### src/rtl/core/ada_pkg.sv
// Shared types and codes for the array descriptor allocator.
package ada_pkg;

  localparam int REQ_W      = 2;
  localparam int LETTER_W   = 5;
  localparam int VALUE_W    = 16;
  localparam int DIMS_W     = 2;
  localparam int STATUS_W   = 3;
  localparam int ADDR_OUT_W = 12;

  localparam logic [REQ_W-1:0] REQ_DECLARE = 2'd0;
  localparam logic [REQ_W-1:0] REQ_ACCESS  = 2'd1;
  localparam logic [REQ_W-1:0] REQ_CLEAR   = 2'd2;

  localparam logic [DIMS_W-1:0] DIMS_ONE = 2'd1;
  localparam logic [DIMS_W-1:0] DIMS_TWO = 2'd2;

  typedef enum logic [STATUS_W-1:0] {
    ST_OK        = 3'd0,
    ST_REDECL    = 3'd1,
    ST_BOUND_LOW = 3'd2,
    ST_NO_ROOM   = 3'd3,
    ST_DIM       = 3'd4,
    ST_RANGE     = 3'd5
  } status_e;

endpackage

### src/rtl/core/array_descriptor_allocator.sv
// Array descriptor allocator: descriptor table, bump pool and one-pass request datapath.
// An accepted beat is held in the input register, then its result in the result register.
// Throughput: one request per cycle unless out_ready_i stalls the result register;
//   the table read, the two multipliers and the pool compare all sit between these registers.
// Reset (async, active low): all slots undeclared, pool empty, base_index 0,
//   both pipeline registers empty. A clear request empties table and pool in one beat.
module array_descriptor_allocator #(
  parameter int ARRAY_SLOTS   = 32,
  parameter int POOL_WORDS    = 4096,
  parameter int DEFAULT_BOUND = 10
) (
  input  logic                               clk_i,
  input  logic                               rst_ni,
  input  logic                               cfg_we_i,
  input  logic                               cfg_wdata_i,
  input  logic                               in_valid_i,
  output logic                               in_ready_o,
  input  logic [ada_pkg::REQ_W-1:0]          req_type_i,
  input  logic [ada_pkg::LETTER_W-1:0]       letter_i,
  input  logic signed [ada_pkg::VALUE_W-1:0] first_value_i,
  input  logic signed [ada_pkg::VALUE_W-1:0] second_value_i,
  input  logic [ada_pkg::DIMS_W-1:0]         dimensions_i,
  output logic                               out_valid_o,
  input  logic                               out_ready_i,
  output logic [ada_pkg::STATUS_W-1:0]       status_o,
  output logic [ada_pkg::ADDR_OUT_W-1:0]     element_address_o
);

  localparam int SLOT_W  = (ARRAY_SLOTS > 1) ? $clog2(ARRAY_SLOTS) : 1;
  localparam int LX_W    = 9;
  localparam int BND_W   = $clog2(POOL_WORDS);
  localparam int UW      = $clog2(POOL_WORDS + 1);
  localparam int CMP_W   = (UW + 1 > ada_pkg::VALUE_W + 1) ? UW + 1 : ada_pkg::VALUE_W + 1;
  localparam int CNT_W   = 2 * UW;
  localparam int IDX_W   = BND_W + UW;

  localparam logic [LX_W-1:0]         SLOTS_L = LX_W'(ARRAY_SLOTS);
  localparam logic signed [CMP_W-1:0] POOL_S  = CMP_W'(POOL_WORDS);
  localparam logic signed [CMP_W-1:0] DEF_S   = CMP_W'(DEFAULT_BOUND);
  localparam logic signed [CMP_W-1:0] ONE_S   = CMP_W'(1);
  localparam logic [CNT_W:0]          POOL_L  = (CNT_W + 1)'(POOL_WORDS);

  // input register
  logic                               in_valid_q;
  logic [ada_pkg::REQ_W-1:0]          req_q;
  logic [ada_pkg::LETTER_W-1:0]       letter_q;
  logic signed [ada_pkg::VALUE_W-1:0] v1_q;
  logic signed [ada_pkg::VALUE_W-1:0] v2_q;
  logic [ada_pkg::DIMS_W-1:0]         dims_q;

  // result register
  logic                               out_valid_q;
  ada_pkg::status_e                   status_q;
  logic [ada_pkg::ADDR_OUT_W-1:0]     addr_q;

  // state
  logic                               base_q;
  logic [UW-1:0]                      pool_used_q;
  logic [ARRAY_SLOTS-1:0]             decl_q;
  logic [BND_W-1:0]                   off_q [ARRAY_SLOTS];
  logic [BND_W-1:0]                   b1_q  [ARRAY_SLOTS];
  logic [BND_W-1:0]                   b2_q  [ARRAY_SLOTS];
  logic [ARRAY_SLOTS-1:0]             two_q;

  logic adv;
  logic accept;

  assign adv        = in_valid_q && (!out_valid_q || out_ready_i);
  assign in_ready_o = !in_valid_q || adv;
  assign accept     = in_valid_i && in_ready_o;

  // datapath
  logic                      dims_ok;
  logic                      two;
  logic [LX_W-1:0]           letter_x;
  logic                      slot_ok;
  logic [SLOT_W-1:0]         slot;
  logic                      rd_decl;
  logic signed [CMP_W-1:0]   base_x;
  logic signed [CMP_W-1:0]   v1_x;
  logic signed [CMP_W-1:0]   v2_x;
  logic signed [CMP_W-1:0]   ab1;
  logic signed [CMP_W-1:0]   ab2;
  logic signed [CMP_W-1:0]   t1;
  logic signed [CMP_W-1:0]   t2;
  logic [UW-1:0]             f1;
  logic [UW-1:0]             f2;
  logic [CNT_W-1:0]          count;
  logic [CNT_W:0]            sum;
  ada_pkg::status_e          alloc_st;
  logic [UW-1:0]             new_used;
  logic [BND_W-1:0]          e_off;
  logic [BND_W-1:0]          e_b1;
  logic [BND_W-1:0]          e_b2;
  logic                      e_two;
  logic signed [CMP_W-1:0]   e_b1_x;
  logic signed [CMP_W-1:0]   e_b2_x;
  logic signed [CMP_W-1:0]   s1;
  logic signed [CMP_W-1:0]   s2;
  logic signed [CMP_W-1:0]   sp;
  logic [UW-1:0]             span;
  logic [IDX_W-1:0]          idx;
  logic [BND_W-1:0]          addr;
  logic [BND_W+ada_pkg::ADDR_OUT_W-1:0] addr_x;
  ada_pkg::status_e          status_d;
  logic [ada_pkg::ADDR_OUT_W-1:0] addr_d;
  logic                      wr_desc;
  logic                      clr;
  logic [UW-1:0]             pool_used_d;

  assign letter_x = {{(LX_W - ada_pkg::LETTER_W){1'b0}}, letter_q};
  assign slot     = letter_x[SLOT_W-1:0];
  assign slot_ok  = letter_x < SLOTS_L;
  assign rd_decl  = slot_ok && decl_q[slot];
  assign dims_ok  = (dims_q == ada_pkg::DIMS_ONE) || (dims_q == ada_pkg::DIMS_TWO);
  assign two      = dims_q == ada_pkg::DIMS_TWO;
  assign base_x   = $signed({{(CMP_W - 1){1'b0}}, base_q});
  assign v1_x     = $signed({{(CMP_W - ada_pkg::VALUE_W){v1_q[ada_pkg::VALUE_W-1]}}, v1_q});
  assign v2_x     = $signed({{(CMP_W - ada_pkg::VALUE_W){v2_q[ada_pkg::VALUE_W-1]}}, v2_q});

  // allocation: explicit bounds on declare, default bounds on auto-declare
  always_comb begin
    if (req_q == ada_pkg::REQ_DECLARE) begin
      ab1 = v1_x;
      ab2 = v2_x;
    end else begin
      ab1 = DEF_S;
      ab2 = DEF_S;
    end
    t1    = ab1 - base_x + ONE_S;
    t2    = ab2 - base_x + ONE_S;
    f1    = t1[UW-1:0];
    f2    = two ? t2[UW-1:0] : UW'(1);
    count = CNT_W'(f1) * CNT_W'(f2);
    sum   = {{(CNT_W + 1 - UW){1'b0}}, pool_used_q} + {1'b0, count};
    new_used = sum[UW-1:0];
    if (ab1 < base_x || (two && ab2 < base_x)) begin
      alloc_st = ada_pkg::ST_BOUND_LOW;
    end else if (ab1 >= POOL_S || (two && ab2 >= POOL_S)) begin
      alloc_st = ada_pkg::ST_NO_ROOM;
    end else if (sum > POOL_L) begin
      alloc_st = ada_pkg::ST_NO_ROOM;
    end else begin
      alloc_st = ada_pkg::ST_OK;
    end
  end

  // effective descriptor: stored one, or the freshly built one
  always_comb begin
    if (rd_decl) begin
      e_off = off_q[slot];
      e_b1  = b1_q[slot];
      e_b2  = b2_q[slot];
      e_two = two_q[slot];
    end else begin
      e_off = pool_used_q[BND_W-1:0];
      e_b1  = ab1[BND_W-1:0];
      e_b2  = two ? ab2[BND_W-1:0] : '0;
      e_two = two;
    end
    e_b1_x = $signed({{(CMP_W - BND_W){1'b0}}, e_b1});
    e_b2_x = $signed({{(CMP_W - BND_W){1'b0}}, e_b2});
    s1     = v1_x - base_x;
    s2     = v2_x - base_x;
    sp     = e_b2_x - base_x + ONE_S;
    span   = sp[UW-1:0];
    if (two) begin
      idx = IDX_W'(s1[BND_W-1:0]) * IDX_W'(span) + IDX_W'(s2[BND_W-1:0]);
    end else begin
      idx = IDX_W'(s1[BND_W-1:0]);
    end
    addr   = e_off + idx[BND_W-1:0];
    addr_x = {{ada_pkg::ADDR_OUT_W{1'b0}}, addr};
  end

  always_comb begin
    status_d    = ada_pkg::ST_OK;
    addr_d      = '0;
    wr_desc     = 1'b0;
    clr         = 1'b0;
    pool_used_d = pool_used_q;
    case (req_q)
      ada_pkg::REQ_DECLARE: begin
        if (!dims_ok) begin
          status_d = ada_pkg::ST_DIM;
        end else if (!slot_ok) begin
          status_d = ada_pkg::ST_RANGE;
        end else if (rd_decl) begin
          status_d = ada_pkg::ST_REDECL;
        end else begin
          status_d = alloc_st;
          if (alloc_st == ada_pkg::ST_OK) begin
            wr_desc     = 1'b1;
            pool_used_d = new_used;
          end
        end
      end
      ada_pkg::REQ_ACCESS: begin
        if (!dims_ok) begin
          status_d = ada_pkg::ST_DIM;
        end else if (!slot_ok) begin
          status_d = ada_pkg::ST_RANGE;
        end else if (!rd_decl && alloc_st != ada_pkg::ST_OK) begin
          status_d = alloc_st;
        end else if (e_two != two) begin
          status_d = ada_pkg::ST_DIM;
        end else if (v1_x < base_x || v1_x > e_b1_x) begin
          status_d = ada_pkg::ST_RANGE;
        end else if (two && (v2_x < base_x || v2_x > e_b2_x)) begin
          status_d = ada_pkg::ST_RANGE;
        end else begin
          addr_d = addr_x[ada_pkg::ADDR_OUT_W-1:0];
          if (!rd_decl) begin
            wr_desc     = 1'b1;
            pool_used_d = new_used;
          end
        end
      end
      ada_pkg::REQ_CLEAR: begin
        clr         = 1'b1;
        pool_used_d = '0;
      end
      default: begin
      end
    endcase
  end

  // control registers
  always_ff @(posedge clk_i or negedge rst_ni) begin
    if (!rst_ni) begin
      in_valid_q  <= 1'b0;
      out_valid_q <= 1'b0;
      base_q      <= 1'b0;
      pool_used_q <= '0;
      decl_q      <= '0;
    end else begin
      in_valid_q <= (in_valid_q && !adv) || accept;
      if (adv) begin
        out_valid_q <= 1'b1;
      end else if (out_ready_i) begin
        out_valid_q <= 1'b0;
      end
      if (cfg_we_i) begin
        base_q <= cfg_wdata_i;
      end
      if (adv) begin
        pool_used_q <= pool_used_d;
        if (clr) begin
          decl_q <= '0;
        end else if (wr_desc) begin
          decl_q[slot] <= 1'b1;
        end
      end
    end
  end

  // payload registers
  always_ff @(posedge clk_i) begin
    if (accept) begin
      req_q    <= req_type_i;
      letter_q <= letter_i;
      v1_q     <= first_value_i;
      v2_q     <= second_value_i;
      dims_q   <= dimensions_i;
    end
    if (adv) begin
      status_q <= status_d;
      addr_q   <= addr_d;
    end
    if (adv && wr_desc) begin
      off_q[slot] <= e_off;
      b1_q[slot]  <= e_b1;
      b2_q[slot]  <= e_b2;
      two_q[slot] <= e_two;
    end
  end

  assign out_valid_o       = out_valid_q;
  assign status_o          = status_q;
  assign element_address_o = addr_q;

  a_pool_bound: assert property (@(posedge clk_i) disable iff (!rst_ni)
    (CNT_W + 1)'(pool_used_q) <= POOL_L)
    else $error("pool usage exceeds pool size");

  a_err_no_addr: assert property (@(posedge clk_i) disable iff (!rst_ni)
    (adv && status_d != ada_pkg::ST_OK) |=> (addr_q == '0))
    else $error("address returned with an error status");

  a_err_keeps_pool: assert property (@(posedge clk_i) disable iff (!rst_ni)
    (adv && status_d != ada_pkg::ST_OK) |=> $stable(pool_used_q))
    else $error("failed request changed the pool");

  a_clear_empties: assert property (@(posedge clk_i) disable iff (!rst_ni)
    (adv && req_q == ada_pkg::REQ_CLEAR) |=> (pool_used_q == '0 && decl_q == '0))
    else $error("clear left state behind");

endmodule
### config.mk
export PLATFORM = sky130hd
export DESIGN_NAME = array_descriptor_allocator
export DESIGN_NICKNAME = d
export VERILOG_FILES = /design/src/rtl/core/ada_pkg.sv /design/src/rtl/core/array_descriptor_allocator.sv
export SDC_FILE = /design/constraint.sdc
export NUM_CORES = 2
export LEC_CHECK = 0
export BUFFER_PORTS_ARGS = -buffer_cell sky130_fd_sc_hd__clkbuf_2
export CAP_MARGIN = 20
export CORE_MARGIN = 5
export CORE_UTILIZATION = 62
export CTS_BUF_LIST = sky130_fd_sc_hd__clkbuf_8
export CTS_CLUSTER_DIAMETER = 30
export DETAILED_ROUTE_END_ITERATION = 8
export GPL_ROUTABILITY_DRIVEN = 1
export PLACE_DENSITY = 0.83
export REMOVE_ABC_BUFFERS = 1
export SLEW_MARGIN = 30
export SYNTH_ARGS = -nofsm -noshare
export SYNTH_HDL_FRONTEND = slang
export SYNTH_SLANG_ARGS = --single-unit
### constraint.sdc
create_clock -name clk_i -period 13.9 [get_ports clk_i]
set_input_delay 2.78 -clock clk_i [delete_from_list [all_inputs] [get_ports clk_i]]
set_output_delay 2.78 -clock clk_i [all_outputs]
set_load 0.1 [all_outputs]
# Word level (Yosys, flattened, before mapping)
# Memory sizes are Yosys's and may differ from the RTL's. A register that Yosys moved wholly into a read port is not among the register bits.
# Cells that the tools add are included.
# Widths: inputs -> output; s select.
[word_totals]
reg_bits = 136
latchBits = 0
ram_bits = 1152
romBits = 0
in_bits = 47
out_inout_bits = 17
wordCells = 155
n_memories = 3
[op_classes]
n_addsub = 11
multipliers = 2
div = 0
magnitude_cmp = 12
n_eq_ne = 16
shift = 0
muxes = 63
bitwise = 4
n_reduce_logical = 31
[mem_list]
columns = ["memory", "depth", "width", "rd", "rd_clocked_by_memory_dff", "write_ports", "line_no", "source"]
rows = [
  ["b1_q", 32, 12, 1, 1, 1, "array_descriptor_allocator.sv:61", "logic [BND_W-1:0] b1_q [ARRAY_SLOTS];"],
  ["b2_q", 32, 12, 1, 1, 1, "array_descriptor_allocator.sv:62", "logic [BND_W-1:0] b2_q [ARRAY_SLOTS];"],
  ["off_q", 32, 12, 1, 1, 1, "array_descriptor_allocator.sv:60", "logic [BND_W-1:0] off_q [ARRAY_SLOTS];"],
]
[op_table]
columns = ["op", "count"]
rows = [
  ["$mux 13", 12],
  ["$mux 32", 2],
  ["$mux 12", 5],
  ["$add 13x2->13 const B", 3],
  ["$pmux 13 s3", 1],
  ["$ge 17x14->1 const B", 2],
  ["$lt 17x2->1", 2],
  ["$mux 17", 2],
  ["$bwmux 32", 1],
  ["$gt 16x13->1", 2],
  ["$lt 16x2->1", 2],
  ["$or 32x32->32", 1],
  ["$add 13x26->27", 1],
  ["$gt 27x13->1 const B", 1],
  ["$mux 3", 9],
  ["$mul 13x13->26", 1],
  ["$sub 13x2->13", 2],
  ["$add 12x12->12", 2],
  ["$sub 12x2->12", 2],
  ["$mux 1", 20],
  ["$ne 2x2->1 const B", 10],
  ["$mux 5", 3],
  ["$mul 12x13->12", 1],
  ["$reduce_and 13->1", 1],
  ["22 further kinds", 51],
]

# Logic depth before layout (Yosys ltp)
[depth]
word_depth = 20
ltp_mapped = 48
depth_no_buf = 42

# Worst setup path before layout
# OpenSTA, ideal clock, no wires.
[synth_path]
path_type = "register to register"
start = "register req_q[1] (netlist bit)"
end = "memory b1_q[0][0] (netlist bit) (enable)"
setup_time_ps = 437
arrival_time_ps = 11255
required_ps = 13463
slack_ps = 2207
path_stages_with_launch = 45
n_path_buf = 5
synth_period_minus_slack_ps = 11693
path_cell_list = "edfxtp_1 clkbuf_1 nor2_1 clkbuf_1 clkbuf_1 nand2_1 inv_1 ha_1 ha_1 inv_1 ha_1 o21bai_1 a21oi_1 o21bai_1 a21oi_1 o21bai_1 a21oi_1 nor2_1 (+9 left out) fa_1 fa_1 fa_1 inv_1 fa_1 inv_1 ha_1 a2111oi_0 o31a_1 nand2b_4 xor2_1 nand4_1 nor4_1 nand4_1 or4_1 buf_2 a211oi_1 nor2b_1"
[synth_via]
elab_chain_len = 20
elab_cells_between_ends = 48
cone_classes = "5 x add/sub; 1 x mul; 7 x order compare; 1 x eq/ne; 22 x mux; 12 x reduce/logical"
[synth_rtl]
columns = ["element", "line_no", "source"]
rows = [
  ["from (decl)", "array_descriptor_allocator.sv:45", "logic [ada_pkg::REQ_W-1:0] req_q;"],
  ["from (signal assigned)", "array_descriptor_allocator.sv:260", "req_q <= req_type_i;"],
  ["$logic_not 2->1", "array_descriptor_allocator.sv:123, array_descriptor_allocator.sv:182", ""],
  ["$mux 17", "array_descriptor_allocator.sv:123", "if (req_q == ada_pkg::REQ_DECLARE) begin"],
  ["$sub 13x2->13", "array_descriptor_allocator.sv:131", "t2 = ab2 - base_x + ONE_S;"],
  ["$add 13x2->13", "array_descriptor_allocator.sv:131", ""],
  ["$mux 13", "array_descriptor_allocator.sv:133", "f2 = two ? t2[UW-1:0] : UW'(1);"],
  ["$mul 13x13->26", "array_descriptor_allocator.sv:134", "count = CNT_W'(f1) * CNT_W'(f2);"],
  ["$add 13x26->27", "array_descriptor_allocator.sv:135", "sum = {{(CNT_W + 1 - UW){1'b0}}, pool_used_q} + {1'b0, count};"],
  ["$gt 27x13->1", "array_descriptor_allocator.sv:141", "end else if (sum > POOL_L) begin"],
  ["(+4 left out)", "-", ""],
  ["$mux 1 / $logic_and 1x1->1 (equally long branches)", "array_descriptor_allocator.sv:192, array_descriptor_allocator.sv:203", ""],
  ["$mux 1, on equally long branches", "array_descriptor_allocator.sv:188, array_descriptor_allocator.sv:203", ""],
  ["$mux 1, on equally long branches", "array_descriptor_allocator.sv:186, array_descriptor_allocator.sv:201", ""],
  ["$mux 1, on equally long branches", "array_descriptor_allocator.sv:184, array_descriptor_allocator.sv:199", ""],
  ["$pmux 1 s2 *", "array_descriptor_allocator.sv:182", "case (req_q)"],
  ["$logic_and 1x1->1 *", "array_descriptor_allocator.sv:270", "if (adv && wr_desc) begin"],
  ["$mux 1 *", "array_descriptor_allocator.sv:270", ""],
  ["$mux 1 (implied by the code) *", "array_descriptor_allocator.sv:272", "b1_q[slot] <= e_b1;"],
  ["to (decl)", "array_descriptor_allocator.sv:61", ""],
]
# Every way passes the cells marked *; elsewhere a longest branch is shown, timed or not.

# Final worst setup path
[layout_path]
start = "register req_q[0] (netlist bit)"
end = "memory b2_q[14][5] (netlist bit) (enable)"
[layout_via]
elab_chain_len = 20
elab_cells_between_ends = 48
cone_classes = "5 x add/sub; 1 x mul; 7 x order compare; 1 x eq/ne; 22 x mux; 12 x reduce/logical"
[layout_rtl]
columns = ["element", "line_no", "source"]
rows = [
  ["$logic_not 2->1", "array_descriptor_allocator.sv:123, array_descriptor_allocator.sv:182", ""],
  ["$mux 17", "array_descriptor_allocator.sv:123", ""],
  ["$sub 13x2->13", "array_descriptor_allocator.sv:131", ""],
  ["$add 13x2->13", "array_descriptor_allocator.sv:131", ""],
  ["$mux 13", "array_descriptor_allocator.sv:133", ""],
  ["$mul 13x13->26", "array_descriptor_allocator.sv:134", ""],
  ["$add 13x26->27", "array_descriptor_allocator.sv:135", ""],
  ["$gt 27x13->1", "array_descriptor_allocator.sv:141", ""],
  ["(+4 left out)", "-", ""],
  ["$mux 1 / $logic_and 1x1->1 (equally long branches)", "array_descriptor_allocator.sv:192, array_descriptor_allocator.sv:203", ""],
  ["$mux 1, on equally long branches", "array_descriptor_allocator.sv:188, array_descriptor_allocator.sv:203", ""],
  ["$mux 1, on equally long branches", "array_descriptor_allocator.sv:186, array_descriptor_allocator.sv:201", ""],
  ["$mux 1, on equally long branches", "array_descriptor_allocator.sv:184, array_descriptor_allocator.sv:199", ""],
  ["$pmux 1 s2 *", "array_descriptor_allocator.sv:182", ""],
  ["$logic_and 1x1->1 *", "array_descriptor_allocator.sv:270", ""],
  ["$mux 1 *", "array_descriptor_allocator.sv:270", ""],
  ["$mux 1 (implied by the code) *", "array_descriptor_allocator.sv:273", "b2_q[slot] <= e_b2;"],
  ["to (decl)", "array_descriptor_allocator.sv:62", ""],
]
# Marked as above.

==> flow_summary_export.csv <==
group,metric,value,unit
routing,dr.max_layer_used,"met5",
grt,grt.total_usage,0.3157,
floorplan,die_x,325.6,um
placed_design,io_buffers,63,
yosys,synth_top_area_share,0.6030,
clocking,path_clk_slew,60,ps
worst_setup_path,worstSetupStartpointType,"register",
grt,grt_overflow,0,
yosys,ys_types,77,
worst_setup_path,cp_slowest_cell,"nor2b_4",
routing,first_pass_iters,5,
yosys,yosys-top-cells-area,"edfxtp_1 (60%), mux4_2 (13%), fa_1 (6.1%)",
power_and_ir_drop,peakVddDrop,0.0005711,V
floorplan,initial_core_util,0.6265,
yosys,yosysWarnings,0,
power_and_ir_drop,swShare,0.3700,
clocking,post_cts_resized,0,
sta,hold_viol,0,
sta,maxSlewHeadroom,0.3117,
yosys,syn_inst,3617,
min_path,min_path_type,"reg -> reg",
power_and_ir_drop,p_int,9.560,mW
placed_design,place_hpwl,110400,um
yosys,netlist.top_cell.by_area,"edfxtp_1",
sta,period_needed,12000,ps
worst_setup_path,end_kind,"register",
worst_setup_path,cpPeakStageDelay,830,ps
yosys,ys_seq_elements,1293,
power_and_ir_drop,p_per_area,219.8,nW/um2
routing,routedWlPerCell,31.43,um
yosys,yosys-top-cells-count,"edfxtp_1 (1240), mux4_2 (362), inv_1 (318)",
clocking,cts_max_level,4,
floorplan,row_count,115,
sta,max_freq,83.34,MHz
routing,vias,35530,
sta,finClkSkew,118.5,ps
yosys,ys.flop_type,"edfxtp_1",
cells_and_area,drive_gt1_frac,0.2389,
placed_design,dpl.cell_count,4918,
yosys,synth-async-reset-ratio,0.03712,
outcome,status,"completed",
clocking,cts_num_sinks,1293,
clocking,cts_buffer_depth,3,
worst_setup_path,cp.arrival,12570,ps
placed_design,place.gp.congestion,0.9467,
clocking,cts_tree,"built",
routing,postRouteAntennaNets,0,
floorplan,die-area,106000,um2
job,max_cap_violations,0,
routing,met3_length,22900,um
clocking,ctsHoldBuffers,0,
sta,worst_slew_pin_slew,1030,ps
clocking,post-cts-setup-buffers,0,
yosys,seq_area_frac_synth,0.6241,
routing,vias_per_cell,6.674,
floorplan,io_pins,64,
power_and_ir_drop,power,15.18,mW
routing,m1WireLength,59140,um
sta,rsz0062_at_grt,"no",
routing,remaining_drc_errors,0,
power_and_ir_drop,power_leakage,25.21,nW
sta,finalSetupViolations,0,
grt,grt_pass1_wl,242800,um
sta,slew_violations,0,
clocking,cts_root_buffer,"clkbuf_8",
yosys,yosysMostFrequentCell,"edfxtp_1",
sta,fin_crit_sh,0.8632,
power_and_ir_drop,switching_power,5.615,mW
sta,holdWs,492.8,ps
clocking,clk_latency,960,ps
min_path,hold_depth,1,
cells_and_area,final_cells,5324,
yosys,synth_edf_count,1240,
cells_and_area,nets,4310,
power_and_ir_drop,p_seq_frac,0.305,
worst_setup_path,rr_worst_depth,39,
worst_setup_path,critPathRequiredTime,14470,ps
routing,drt_iter0_markers,5598,
placed_design,post-place-ws,2131,ps
cells_and_area,multi_input_area,21810,um2
clocking,numCtsBuffers,214,
routing,routed-wl-met2,78130,um
routing,postRouteWirelength,167300,um
cells_and_area,fill_cells,5776,
yosys,synth_area,61750,um2
power_and_ir_drop,p_clk_frac,0.234,
grt,grt_max_degree,85,
floorplan,fp.dieH,325.6,um
sta,setup_ws,1901,ps
grt,antenna_found_initial,6,
worst_setup_path,worstSetupPathType,"reg -> reg",
power_and_ir_drop,p_comb_frac,0.461,
floorplan,core_area,98560,um2
cells_and_area,register_area,38560,um2
sta,setup-tns-final,0,ps
yosys,syn_avg_cell_area,17.07,um2
worst_setup_path,cp_max_fo,26,
grt,grt_pass1_vias,35730,
cells_and_area,syn_to_final_growth,11.83,%
-- critical path: cells and delay by family, from the launching register on --
kind | cells | cell delay (ps)
adders and majority gates | 9 | 3560
AOI/OAI and AO/OA | 12 | 2690
buffers and inverters | 6 | 1120
DFF | 1 | 770
and+or+nand+nor | 11 | 2840
xor gates and xnor gates | 1 | 660
-- per-layer routing --
layer	up-vias	GRT usage
li1	14280	-
met1	18020	0.4342
met2	2794	0.4874
met3	436	0.09225
met4	2	0.1240
met5	-	0
-- through the flow --
step           instance area, um2    util
6_report                    69060  0.7006
5_1_grt                     69060  0.7006
4_1_cts                     68910  0.6991
2_1_floorplan               61190       -
3_3_place_gp                64190  0.6512
3_5_place_dp                64300  0.6523
-- power by group through the flow --
stage          sequential [mW]  combinational (mW)  clock, mW
4_1_cts                   4.63                6.94       3.56
3_3_place_gp              4.71                6.70          0
3_5_place_dp              4.71                6.86          0
6_report                  4.63                6.99       3.55
2_1_floorplan             4.77                5.25          0
5_1_grt                   4.63                7.68       3.77
-- placed cells by master, fill, tap and decap left out, types with 12 or more instances in the layout --
| cell type | n |
|---|---|
| edfxtp_1 | 1240 |
| mux4_2 | 362 |
| inv_1 | 350 |
| ha_1 | 222 |
| clkbuf_8 | 221 |
| nand2_1 | 193 |
| fa_1 | 188 |
| nor2_1 | 152 |
| buf_4 | 82 |
| a21oi_1 | 75 |
| xnor2_1 | 65 |
| clkbuf_2 | 63 |
| o21ai_0 | 52 |
| mux2i_1 | 49 |
| dfrtp_1 | 48 |
| and2_1 | 42 |
| nand2b_1 | 42 |
| o21a_1 | 42 |
| clkinv_1 | 34 |
| clkinv_2 | 32 |
| mux2_2 | 31 |
| a21o_1 | 31 |
| xor2_1 | 26 |
| nor2b_1 | 26 |
| o21bai_1 | 19 |
| bufinv_16 | 19 |
| clkinvlp_4 | 18 |
| nand4_1 | 17 |
| nor2b_4 | 16 |
| inv_2 | 14 |
| a21oi_4 | 13 |
| and3_1 | 13 |
| o22ai_1 | 12 |
| nor3_1 | 12 |
| clkinv_4 | 12 |
-- cells by family (layout without fill, tap and decap cells) --
family / Yosys count / count (layout) / share of synthesized area
multiplexers: 447 / 447 / 0.1465
other: 0 / 1 / 0
AND/OR/NAND/NOR: 598 / 598 / 0.04723
adder cells (fa/ha/maj): 411 / 411 / 0.1061
flip-flops: 1293 / 1293 / 0.6241
AO/OA/AOI/OAI: 310 / 310 / 0.03262
buffers and inverters: 459 / 878 / 0.02835
XOR/XNOR: 99 / 99 / 0.01507
-- flip-flops by register name (all words and copies together), names as in the netlist, named ones only --
register and flops:
off_q 384, element_address_o 12, v1_q 16, req_q 2
status_o 3, base_q 1, in_valid_q 1, b1_q 384
out_valid_o 1, pool_used_q 13, decl_q 32, two_q 32
b2_q 384, letter_q 5, v2_q 16, dims_q 2
-- final timing paths --
kind | startpoint | endpoint | slack [ps]
max in group asynchronous | rst_ni | base_q$_DFFE_PN0P_ | 11290
worst max-delay path | req_q[0]$_DFFE_PP_ | b2_q[14][5]$_DFFE_PP_ | 1900
worst min-delay path | decl_q[27]$_DFFE_PN0P_ | decl_q[27]$_DFFE_PN0P_ | 490
worst min register to register | decl_q[27]$_DFFE_PN0P_ | decl_q[27]$_DFFE_PN0P_ | 490
min in group asynchronous | rst_ni | decl_q[20]$_DFFE_PN0P_ | 2010
worst max register to register | req_q[0]$_DFFE_PP_ | b2_q[14][5]$_DFFE_PP_ | 1900
-- cell type report --
type | count | share of cell area
Multi-Input combinational cell | 1865 | 0.3158
Inverter | 318 | 0.01728
Clock inverter | 179 | 0.02277
Sequential cell | 1293 | 0.5583
Antenna cell | 1 | 0.00003624
Tap cell | 1287 | 0.02332
Clock buffer | 221 | 0.04405
Timing Repair Buffer | 160 | 0.01841
Note: power is estimated with default switching activity, not from simulation.
